===== config.mk =====
export PLATFORM = sky130hd
export DESIGN_NAME = beacon_period_window_detector
export DESIGN_NICKNAME = d
export VERILOG_FILES = /design/src/bpwd_pkg.sv /design/src/bpwd_core.sv /design/src/beacon_period_window_detector.sv
export SDC_FILE = /design/constraint.sdc
export NUM_CORES = 2
export LEC_CHECK = 0
export BUFFER_PORTS_ARGS = -buffer_cell sky130_fd_sc_hd__buf_2
export CAP_MARGIN = 20
export CORE_MARGIN = 4
export CORE_UTILIZATION = 25
export CTS_BUF_LIST = sky130_fd_sc_hd__clkbuf_8
export DETAILED_ROUTE_END_ITERATION = 16
export GPL_TIMING_DRIVEN = 0
export MAX_ROUTING_LAYER = met4
export PLACE_DENSITY_LB_ADDON = 0.15
export SYNTH_ARGS = -nofsm -noshare
export SYNTH_HDL_FRONTEND = slang
export SYNTH_SLANG_ARGS = --single-unit
export TNS_END_PERCENT = 5

===== constraint.sdc =====
create_clock -name clk -period 24.1 [get_ports clk]
set_input_delay 4.82 -clock clk [delete_from_list [all_inputs] [get_ports clk]]
set_output_delay 4.82 -clock clk [all_outputs]
set_load 0.02 [all_outputs]

===== src/bpwd_pkg.sv =====
`timescale 1ns / 1ps
// ----------------------------------------------------------------------------
// bpwd_pkg: shared types and constants of the beacon period window detector
// Ring geometry, averaging divisor, window reset values and stage structs.
// ----------------------------------------------------------------------------
package bpwd_pkg;

  // Ring of doubled periods
  localparam int RING_DEPTH = 8;
  localparam int RING_IDX_W = $clog2(RING_DEPTH);
  localparam int PERIOD_W   = 32;
  localparam int SUM_W      = PERIOD_W + RING_IDX_W;

  // Window registers and the reported average
  localparam int WIN_W = 27;
  localparam int AVG_W = 27;

  // average_us = sum * US_PER_MS / TICKS_PER_MS / RING_DEPTH = sum / AVG_DIV
  localparam int TICKS_PER_MS = 40000;
  localparam int US_PER_MS    = 1000;
  localparam int AVG_DIV      = TICKS_PER_MS * RING_DEPTH / US_PER_MS;

  // sum / 320 = (sum >> 6) / 5, the divide by 5 done by reciprocal multiply
  localparam int AVG_SHIFT       = 6;
  localparam int QUO_W           = SUM_W - AVG_SHIFT;
  localparam int RECIP_SHIFT     = 31;
  localparam int RECIP_W         = 29;
  localparam logic [RECIP_W-1:0] AVG_RECIP = 29'h1999_999A;
  localparam int PROD_W          = QUO_W + RECIP_W;

  // Window thresholds held in the sum domain
  localparam int THR_W = 36;
  localparam int WIN_LOW_RESET  = 1300;
  localparam int WIN_HIGH_RESET = 1800;

  // Register indexes
  localparam logic REG_WIN_LOW  = 1'b0;
  localparam logic REG_WIN_HIGH = 1'b1;

  // Operation codes
  localparam logic OP_CAPTURE = 1'b0;
  localparam logic OP_QUERY   = 1'b1;

  typedef struct packed {
    logic                operation;
    logic [PERIOD_W-1:0] capture_time;
  } item_t;

  // Sum thresholds: hit when lo <= sum < hi
  typedef struct packed {
    logic [THR_W-1:0] lo;
    logic [THR_W-1:0] hi;
  } window_t;

  typedef struct packed {
    logic [PERIOD_W-1:0] period;
    logic [SUM_W-1:0]    sum;
    logic                hit;
  } result_t;

endpackage


===== src/bpwd_core.sv =====
`timescale 1ns / 1ps
// ----------------------------------------------------------------------------
// bpwd_core: period ring, running sum and window test
// Applies one item to the detector state and registers its result.
// ----------------------------------------------------------------------------
module bpwd_core (
  input  logic              clk,
  input  logic              rst,
  input  logic              load,
  input  bpwd_pkg::item_t   item,
  input  bpwd_pkg::window_t win,
  output bpwd_pkg::result_t res
);
  import bpwd_pkg::*;

  logic [PERIOD_W-1:0]   previous_capture;
  logic [PERIOD_W-1:0]   latest_period;
  logic [PERIOD_W-1:0]   period_ring [RING_DEPTH];
  logic [RING_IDX_W-1:0] ring_index;
  logic [SUM_W-1:0]      ring_sum;

  logic [PERIOD_W-1:0]   diff;
  logic [PERIOD_W-1:0]   period_new;
  logic [SUM_W-1:0]      sum_capture;
  logic [SUM_W-1:0]      sum_test;
  logic [THR_W-1:0]      sum_ext;
  logic                  hit;
  logic [RING_IDX_W-1:0] ring_index_next;

  // Doubled edge-to-edge period, wrapped to 32 bits
  assign diff       = item.capture_time - previous_capture;
  assign period_new = {diff[PERIOD_W-2:0], 1'b0};

  // Replace the oldest entry in the running sum
  assign sum_capture = ring_sum - SUM_W'(period_ring[ring_index]) + SUM_W'(period_new);

  // Capture tests the updated sum, query tests the current one
  assign sum_test = (item.operation == OP_CAPTURE) ? sum_capture : ring_sum;
  assign sum_ext  = THR_W'(sum_test);
  assign hit      = (sum_ext >= win.lo) && (sum_ext < win.hi);

  assign ring_index_next = (ring_index == RING_IDX_W'(RING_DEPTH - 1)) ?
                           '0 : ring_index + 1'b1;

  // State update
  always_ff @(posedge clk) begin
    if (rst) begin
      previous_capture <= '0;
      latest_period    <= '0;
      ring_index       <= '0;
      ring_sum         <= '0;
      for (int i = 0; i < RING_DEPTH; i++) begin
        period_ring[i] <= '0;
      end
    end else if (load) begin
      if (item.operation == OP_CAPTURE) begin
        previous_capture        <= item.capture_time;
        latest_period           <= period_new;
        period_ring[ring_index] <= period_new;
        ring_index              <= ring_index_next;
        ring_sum                <= sum_capture;
      end else if (hit) begin
        // hit on a query empties the ring
        ring_sum <= '0;
        for (int i = 0; i < RING_DEPTH; i++) begin
          period_ring[i] <= '0;
        end
      end
    end
  end

  // Result register
  always_ff @(posedge clk) begin
    if (load) begin
      res.period <= (item.operation == OP_CAPTURE) ? period_new : latest_period;
      res.sum    <= sum_test;
      res.hit    <= hit;
    end
  end

endmodule


===== src/beacon_period_window_detector.sv =====
`timescale 1ns / 1ps
// ----------------------------------------------------------------------------
// beacon_period_window_detector: average beacon period window detector
// Capture timestamps feed an 8-entry period ring; queries test the average.
// ----------------------------------------------------------------------------
// Usage:
//   s_axis carries one item per transaction: tuser selects capture (0) or
//   query (1), tdata holds the capture timestamp (ignored on a query).
//   m_axis returns exactly one result per item, in order: latest doubled
//   period, average period in microseconds, and the in-window flag.
//   Window bounds are written through cfg_we/cfg_index/cfg_data while idle.
// Pipeline: an input transaction passes the input register, the state
//   update and the average multiply/output register before its result
//   is offered on m_axis.
// Throughput: one item per cycle unless m_axis stalls; the running sum and
//   the sum-domain window compare close in the state update stage, the
//   divide by 320 is a shift and one 29x29 reciprocal multiply in its own stage.
// Reset: ring, sum, indexes and pipeline valids clear; window returns to
//   1300..1800 us.
// Stall: each stage holds while the one after it is full and stalled, so
//   the block keeps taking items until all three stages are occupied.
// ----------------------------------------------------------------------------
module beacon_period_window_detector (
  input  logic                          clk,
  input  logic                          rst,
  // Input stream
  input  logic                          s_axis_tvalid,
  output logic                          s_axis_tready,
  input  logic [31:0]                   s_axis_tdata,  // [31:0] capture_time
  input  logic                          s_axis_tuser,  // [0] operation
  // Output stream
  output logic                          m_axis_tvalid,
  input  logic                          m_axis_tready,
  output logic [63:0]                   m_axis_tdata,  // [31:0] period_ticks,
                                                       // [58:32] average_us,
                                                       // [59] in_window, rest 0
  // Configuration
  input  logic                          cfg_we,
  input  logic                          cfg_index,
  input  logic [bpwd_pkg::WIN_W-1:0]    cfg_data
);
  import bpwd_pkg::*;

  logic              a_valid;
  item_t             a_item;
  logic              b_valid;
  result_t           b_res;
  logic              c_valid;
  logic [PERIOD_W-1:0] c_period;
  logic [PROD_W-1:0] c_prod;
  logic              c_hit;

  logic              en_a;
  logic              en_b;
  logic              en_c;
  window_t           win;
  logic [THR_W-1:0]  cfg_ext;
  logic [QUO_W-1:0]  quo_in;

  // Stage enables
  assign en_c = !c_valid || m_axis_tready;
  assign en_b = !b_valid || en_c;
  assign en_a = !a_valid || en_b;
  assign s_axis_tready = en_a;

  // Window bounds converted to sum thresholds
  assign cfg_ext = THR_W'(cfg_data);

  always_ff @(posedge clk) begin
    if (rst) begin
      win.lo <= THR_W'((WIN_LOW_RESET + 1) * AVG_DIV);
      win.hi <= THR_W'(WIN_HIGH_RESET * AVG_DIV);
    end else if (cfg_we) begin
      unique case (cfg_index)
        REG_WIN_LOW:  win.lo <= (cfg_ext + 1'b1) * THR_W'(AVG_DIV);
        REG_WIN_HIGH: win.hi <= cfg_ext * THR_W'(AVG_DIV);
        default:      ;
      endcase
    end
  end

  // Input register
  always_ff @(posedge clk) begin
    if (rst) begin
      a_valid <= 1'b0;
    end else if (en_a) begin
      a_valid <= s_axis_tvalid;
    end
  end

  always_ff @(posedge clk) begin
    if (en_a && s_axis_tvalid) begin
      a_item.operation    <= s_axis_tuser;
      a_item.capture_time <= s_axis_tdata;
    end
  end

  // State update stage
  bpwd_core u_core (
    .clk  (clk),
    .rst  (rst),
    .load (en_b && a_valid),
    .item (a_item),
    .win  (win),
    .res  (b_res)
  );

  always_ff @(posedge clk) begin
    if (rst) begin
      b_valid <= 1'b0;
    end else if (en_b) begin
      b_valid <= a_valid;
    end
  end

  // Average: (sum >> 6) * ceil(2^31 / 5) >> 31
  assign quo_in = b_res.sum[SUM_W-1:AVG_SHIFT];

  always_ff @(posedge clk) begin
    if (rst) begin
      c_valid <= 1'b0;
    end else if (en_c) begin
      c_valid <= b_valid;
    end
  end

  always_ff @(posedge clk) begin
    if (en_c && b_valid) begin
      c_period <= b_res.period;
      c_prod   <= PROD_W'(quo_in) * PROD_W'(AVG_RECIP);
      c_hit    <= b_res.hit;
    end
  end

  // Output packing
  assign m_axis_tvalid = c_valid;
  assign m_axis_tdata  = {4'b0, c_hit, c_prod[RECIP_SHIFT +: AVG_W], c_period};

endmodule


After elaboration in Yosys (flattened, before gate mapping)
Memory sizes are Yosys's and may differ from the RTL's. A register that Yosys moved wholly into a read port is not among the register bits. Cells that the tools add are included.

Flip-flop bits (word level): 354. RAM bits: 248. Output and inout port bits: 66. Logic and storage cells: 84. Memories: 1.

Memory list: u_core.period_ring (depth 8, bits a word 31, read ports 1, clocked after memory_dff 1, wr ports 8, line bpwd_core.sv:18) `logic [PERIOD_W-1:0] period_ring [RING_DEPTH];`.

Add/subtract/negate cells: 5. Multipliers: 3. Order comparisons: 2. Eq/ne operators: 2. Multiplexer cells: 29. Bitwise gates (word level): 10. Reduce and logical (&&, ||, !) cells: 15.

Operators by type and width (number): 31-bit two-way mux (9); 35-bit two-way mux (3); 29-bit by 28-bit multiplier with 57-bit output, second input constant (1); 35-bit by 36-bit >= comparator with 1-bit output (1); 35-bit by 36-bit < comparator with 1-bit output (1); 35-bit by 32-bit adder with 35-bit output (1); 35-bit by 32-bit subtractor with 35-bit output (1); 32-bit two-way mux (1); 31-bit OR reduction (1); 31-bit subtractor (1); 27-bit by 3-bit multiplier with 30-bit output, second input constant (1); 28-bit by 3-bit multiplier with 30-bit output, second input constant (1); 27-bit by 1-bit adder with 28-bit output, second input constant (1); 1-bit two-way mux (12); 3-bit two-way mux (4); 1-bit bitwise OR (8); 2-bit AND reduction (4); 1-bit logical AND (4); 3-bit by 1-bit adder with 3-bit output, second input constant (1); 3-bit equality test, second input constant (1); 1-bit zero test (3); 1-bit logical OR (3); 2-bit by 1-bit != test with 1-bit output, second input constant (1); 1-bit NOT (2).

Depth between registers and ports, before layout
Depth after elaboration: 12. Depth in mapped cells: 39. Depth with buffers taken out: 37.

Cells and area by module
A second synthesis with hierarchy kept.

Cell total of the unflattened synthesis: 4330. Area total of the unflattened synthesis: 44906.8 µm².

By module, submodules not included: bpwd_core (instances 1, cells each 2157, area each 22930.7 µm², seq. area each 11521.0 µm²); beacon_period_window_detector (instances 1, cells each 2173, area each 21976.1 µm², seq. area each 4053.9 µm²).

Worst setup path before layout
No wires, ideal clock.

Path kind: in2out. Start point: input m_axis_tready. End point: output s_axis_tready. Arrival time: 5.326 ns. Data required time: 19.280 ns. Slack: 13.954 ns. Stages: 2. Path buffers: 0. Cell sequence: nor2b_1 -> nand3_1.

Longest elaborated chain between the ends: 3.

RTL lines: from (decl) (line beacon_period_window_detector.sv:33) `input logic m_axis_tready,`; 1-bit logical OR (line beacon_period_window_detector.sv:61) `assign en_c = !c_valid || m_axis_tready;`; 1-bit logical OR (line beacon_period_window_detector.sv:62) `assign en_b = !b_valid || en_c;`; 1-bit logical OR (line beacon_period_window_detector.sv:63) `assign en_a = !a_valid || en_b;`; to (decl) (line beacon_period_window_detector.sv:28) `output logic s_axis_tready,`.

No other way between the ends.

==> results <==
- The net total in the final layout is 5364.
- The average detailed-routed wire length per instance is 20.70 µm.
- The number of detailed-route iterations in the first pass is 5.
- The top achievable clock speed is 88.00 MHz.
- The end point of the critical path is u_core.period_ring[7][8].
- The number of DRC violations after detailed routing is 0.
- The number of gates given a new drive strength after cts is 0.
- The top layer used by detailed routing is met4.
- The insertion delay of the later-clocked pin in the worst-skew pair is 830 ps.
- In the final layout, the share of cells above drive strength 1 is 0.08914.
- The number of H-tree branching levels is 3.
- The total number of vias is 30280.
- The number of flip-flops and latches in the synthesized netlist is around 570.
- Detailed placement ended at an HPWL of between 100 and 150 mm.
- The first-iteration detailed-routing DRC count is ~1800.
- 132 I/O pins were placed.
- The number of antenna violations at the first check in global routing is 5.
- The remaining antenna violation count is 0.
- The maximum buffer depth of the clock tree is 3.
- The transition at the pin with the smallest max-transition slack is 1119 ps.
- The count of cell types in the netlist is between 70 and 80.
- The die covers around 180000 µm².
- Yosys mapped a number of flops with a built-in enable equal to 402.
- The layout-stage area growth over the synthesis result is 14.18%.
- The required time of the critical path is 24570 ps.
- The worst hold slack after final layout is 419.1 ps.
- The clock skew is 112.0 ps.
- The critical path is of the reg2reg type.
- Clock-pin slew was measured on the worst setup and hold paths at around 60 ps.
- The average cell area after synthesis is about 10 µm².
- The TritonCTS clock tree is yes.
- After synthesis the cells add up to around 44000 µm².
- The final worst-path cycle share is 0.4715.
- The number of buffers created by CTS is 105.
- The proportion of synthesized area in mux cells is 0.04166.
- The cell repeated most along the worst path is o21ai_0.
- Of the total synthesized cell area, the portion taken by XOR and XNOR cells is 0.02876.
- For this run, the register share of the synthesized area comes to 0.3535.
- The first-pass GRT wire length is 210.6 mm.
- The post-cts hold buffer count is 0.
- Yosys printed 0 warnings.
- Among all flip-flop cells after synthesis, the most frequent one is edfxtp_1.
- The placer's final routability congestion estimate is 0.8446.
- The post-CTS setup-driven buffer insertion count is 0.
- The effective utilization at floorplan is 0.2525.
- In this run the clock root is driven by a clkbuf_8.
- In the detailed route, the total length drawn on met3 is 6.005 mm.
- The via count of the first global-routing pass is 31930.
- STA classifies the critical path endpoint as a register.
- The count of input and output buffers is approximately 130.
- The die outline width is 425.4 µm.
- The clock sink count is 568.
- The number of maximum-capacitance constraint violations is 0.
- The synthesized-area fraction occupied by ao, oa, aoi and oai cells was 0.09371.
- The routed wire length is between 100 and 150 mm.
- The final setup TNS is 0 ps.
- For this run the aggregate overflow at the end of global routing stands at 0.
- In this run the worst path has a maximum fanout of 16.
- Of the total synthesized cell area, the portion taken by AND, OR, NAND and NOR gates is 0.09903.
- The hold violation count in the final report is 0.
- The arrival time at the worst endpoint is 11830 ps.
- From bottom edge to top edge, the die measures 425.4 µm.
- Across every metal layer, demand over resource in global routing totals 0.1623.
- The worst reg2reg path startpoint is a_item[0].
- The final number of max-transition violations came to 0.
- For this run, asynchronously set or reset flops after synthesis account for 0.
- Setup repair after global routing left no endpoint under its margin.
- Row generation in the floorplan step produced 152 rows.
- The endpoint identified for the worst register-to-register timing path is u_core.period_ring[7][8].
- The class of the worst hold path is reg2reg.
- Of the total synthesized cell area, the portion taken by full adders, half adders and majority gates is 0.3083.
- Entering global routing, the biggest net connects 45 pins.
- Setup violations remaining at the end of the flow were counted as 0.
- The detailed-route wire length on metal 1 is 64.54 mm.
- The critical path launch point type is a register.
- For the worst flop-to-flop path, the logic depth is 37.
- After technology mapping, the gate count stands at 4170.
- The cell with the largest stage delay on the worst path is a2111oi_0.
- The ratio of routed vias to standard cells is between 4 and 5.
- In the detailed route, the total length drawn on met2 is 67.01 mm.
- The launching instance or port of the critical path is a_item[0].
- The core box area is around 170000 µm².
- By area, the combinational part of the netlist is dominated by adder cells.
- The run finished with clean final reports.
- The delay of the slowest cell on the worst path is 800 ps.
- The worst register-to-register path has a setup slack of 12740 ps.
- The post-route minimum period is 11360 ps.
- The relative slew slack is 0.2543.
[synthesized netlist by cell type, types with 54 or more instances]
master / count / area share
clkbuf_1: 135 / 0.012
nand2_1: 285 / 0.025
a21oi_1: 237 / 0.027
mux4_2: 62 / 0.032
nor2_1: 408 / 0.035
inv_1: 709 / 0.061
o21ai_0: 153 / 0.018
ha_1: 502 / 0.14
xor2_1: 54 / 0.011
edfxtp_1: 402 / 0.28
dfxtp_1: 166 / 0.076
xnor2_1: 89 / 0.018
fa_1: 357 / 0.16
a21o_1: 88 / 0.015
[metal layers]
layer  up-vias  global-route usage
met1     14920              0.2103
met3       192             0.02475
met2       582              0.2624
met4         0             0.04781
met5         -                   -
li1      14590                   -
[per-stage QoR]
step | area (µm²) | std cells | utilization | setup WS [ps]
after CTS | 49710 | 6841 | 0.2882 | 12520
after detailed placement | 47610 | 6641 | 0.2760 | 12610
after floorplan | 43560 | 4173 | - | 13950
final | 49730 | 6847 | 0.2883 | 12740
after global placement | 47080 | 6608 | 0.2729 | 11240
after global routing | 49720 | 6845 | 0.2883 | 11930
[how the worst min path moves through the flow]
stage	startpoint	endpoint	slack (ps)	cells after the start
5_1_grt	u_core.res[57]	c_period[21]	430	0
4_1_cts	u_core.res[57]	c_period[21]	430	0
2_1_floorplan	u_core.res[0]	c_hit	400	0
3_5_place_dp	u_core.res[49]	c_period[13]	410	0
6_report	u_core.res[57]	c_period[21]	420	0
3_3_place_gp	u_core.res[57]	c_period[21]	400	0
[layout make-up]
type | count | area [µm²]
antenna | 5 | 12.51
buffer | 153 | 595.6
clock buffer | 112 | 1541
clock inverter | 88 | 556.8
fill | 18300 | 122800
inverter | 711 | 2671
multi-input combinational | 2741 | 24950
sequential | 568 | 15390
tap | 2310 | 2890
timing repair buffer | 159 | 1112
[worst max-delay path, delay by kind of cell, from the launching register on]
family / cells / cell delay (ps)
compound gates: 18 / 5370
simple gates: 8 / 2150
fa+ha+maj: 5 / 1630
buf+inv: 5 / 1140
xor+xnor: 1 / 270
flops: 1 / 420
[cell usage in the layout, fill, tap and decap left out, types with 62 or more instances in the layout]
cell type,instances
o21ai_0,149
nor2_1,408
clkbuf_8,112
a21oi_1,237
a21o_1,88
edfxtp_1,402
ha_1,502
buf_2,129
fa_1,357
mux4_2,62
dfxtp_1,166
xnor2_1,88
nand2_1,285
inv_1,749
clkbuf_1,135
[kinds of logic (layout without fill, tap and decap cells)]
logic type	count (synthesis)	count (layout)
AOI/OAI and AO/OA	659	659
muxes	103	103
adders and majority gates	859	859
and+or+nand+nor	973	973
xor gates and xnor gates	143	143
buffers and inverters	864	1223
DFF	568	568
other	1	9
[registers in the layout (all words and copies together) (netlist names), named ones only]
name / flops
u_core.period_ring: 248
u_core.res: 62
win: 60
u_core.ring_sum: 34
a_item: 32
c_period: 32
u_core.latest_period: 32
u_core.previous_capture: 31
c_prod: 27
u_core.ring_index: 3
a_valid: 1
b_valid: 1
c_hit: 1
m_axis_tvalid: 1
Power is left out: the tool's default activity adds up to more than one toggle a clock period on the data nets, which glitch-free logic cannot reach.
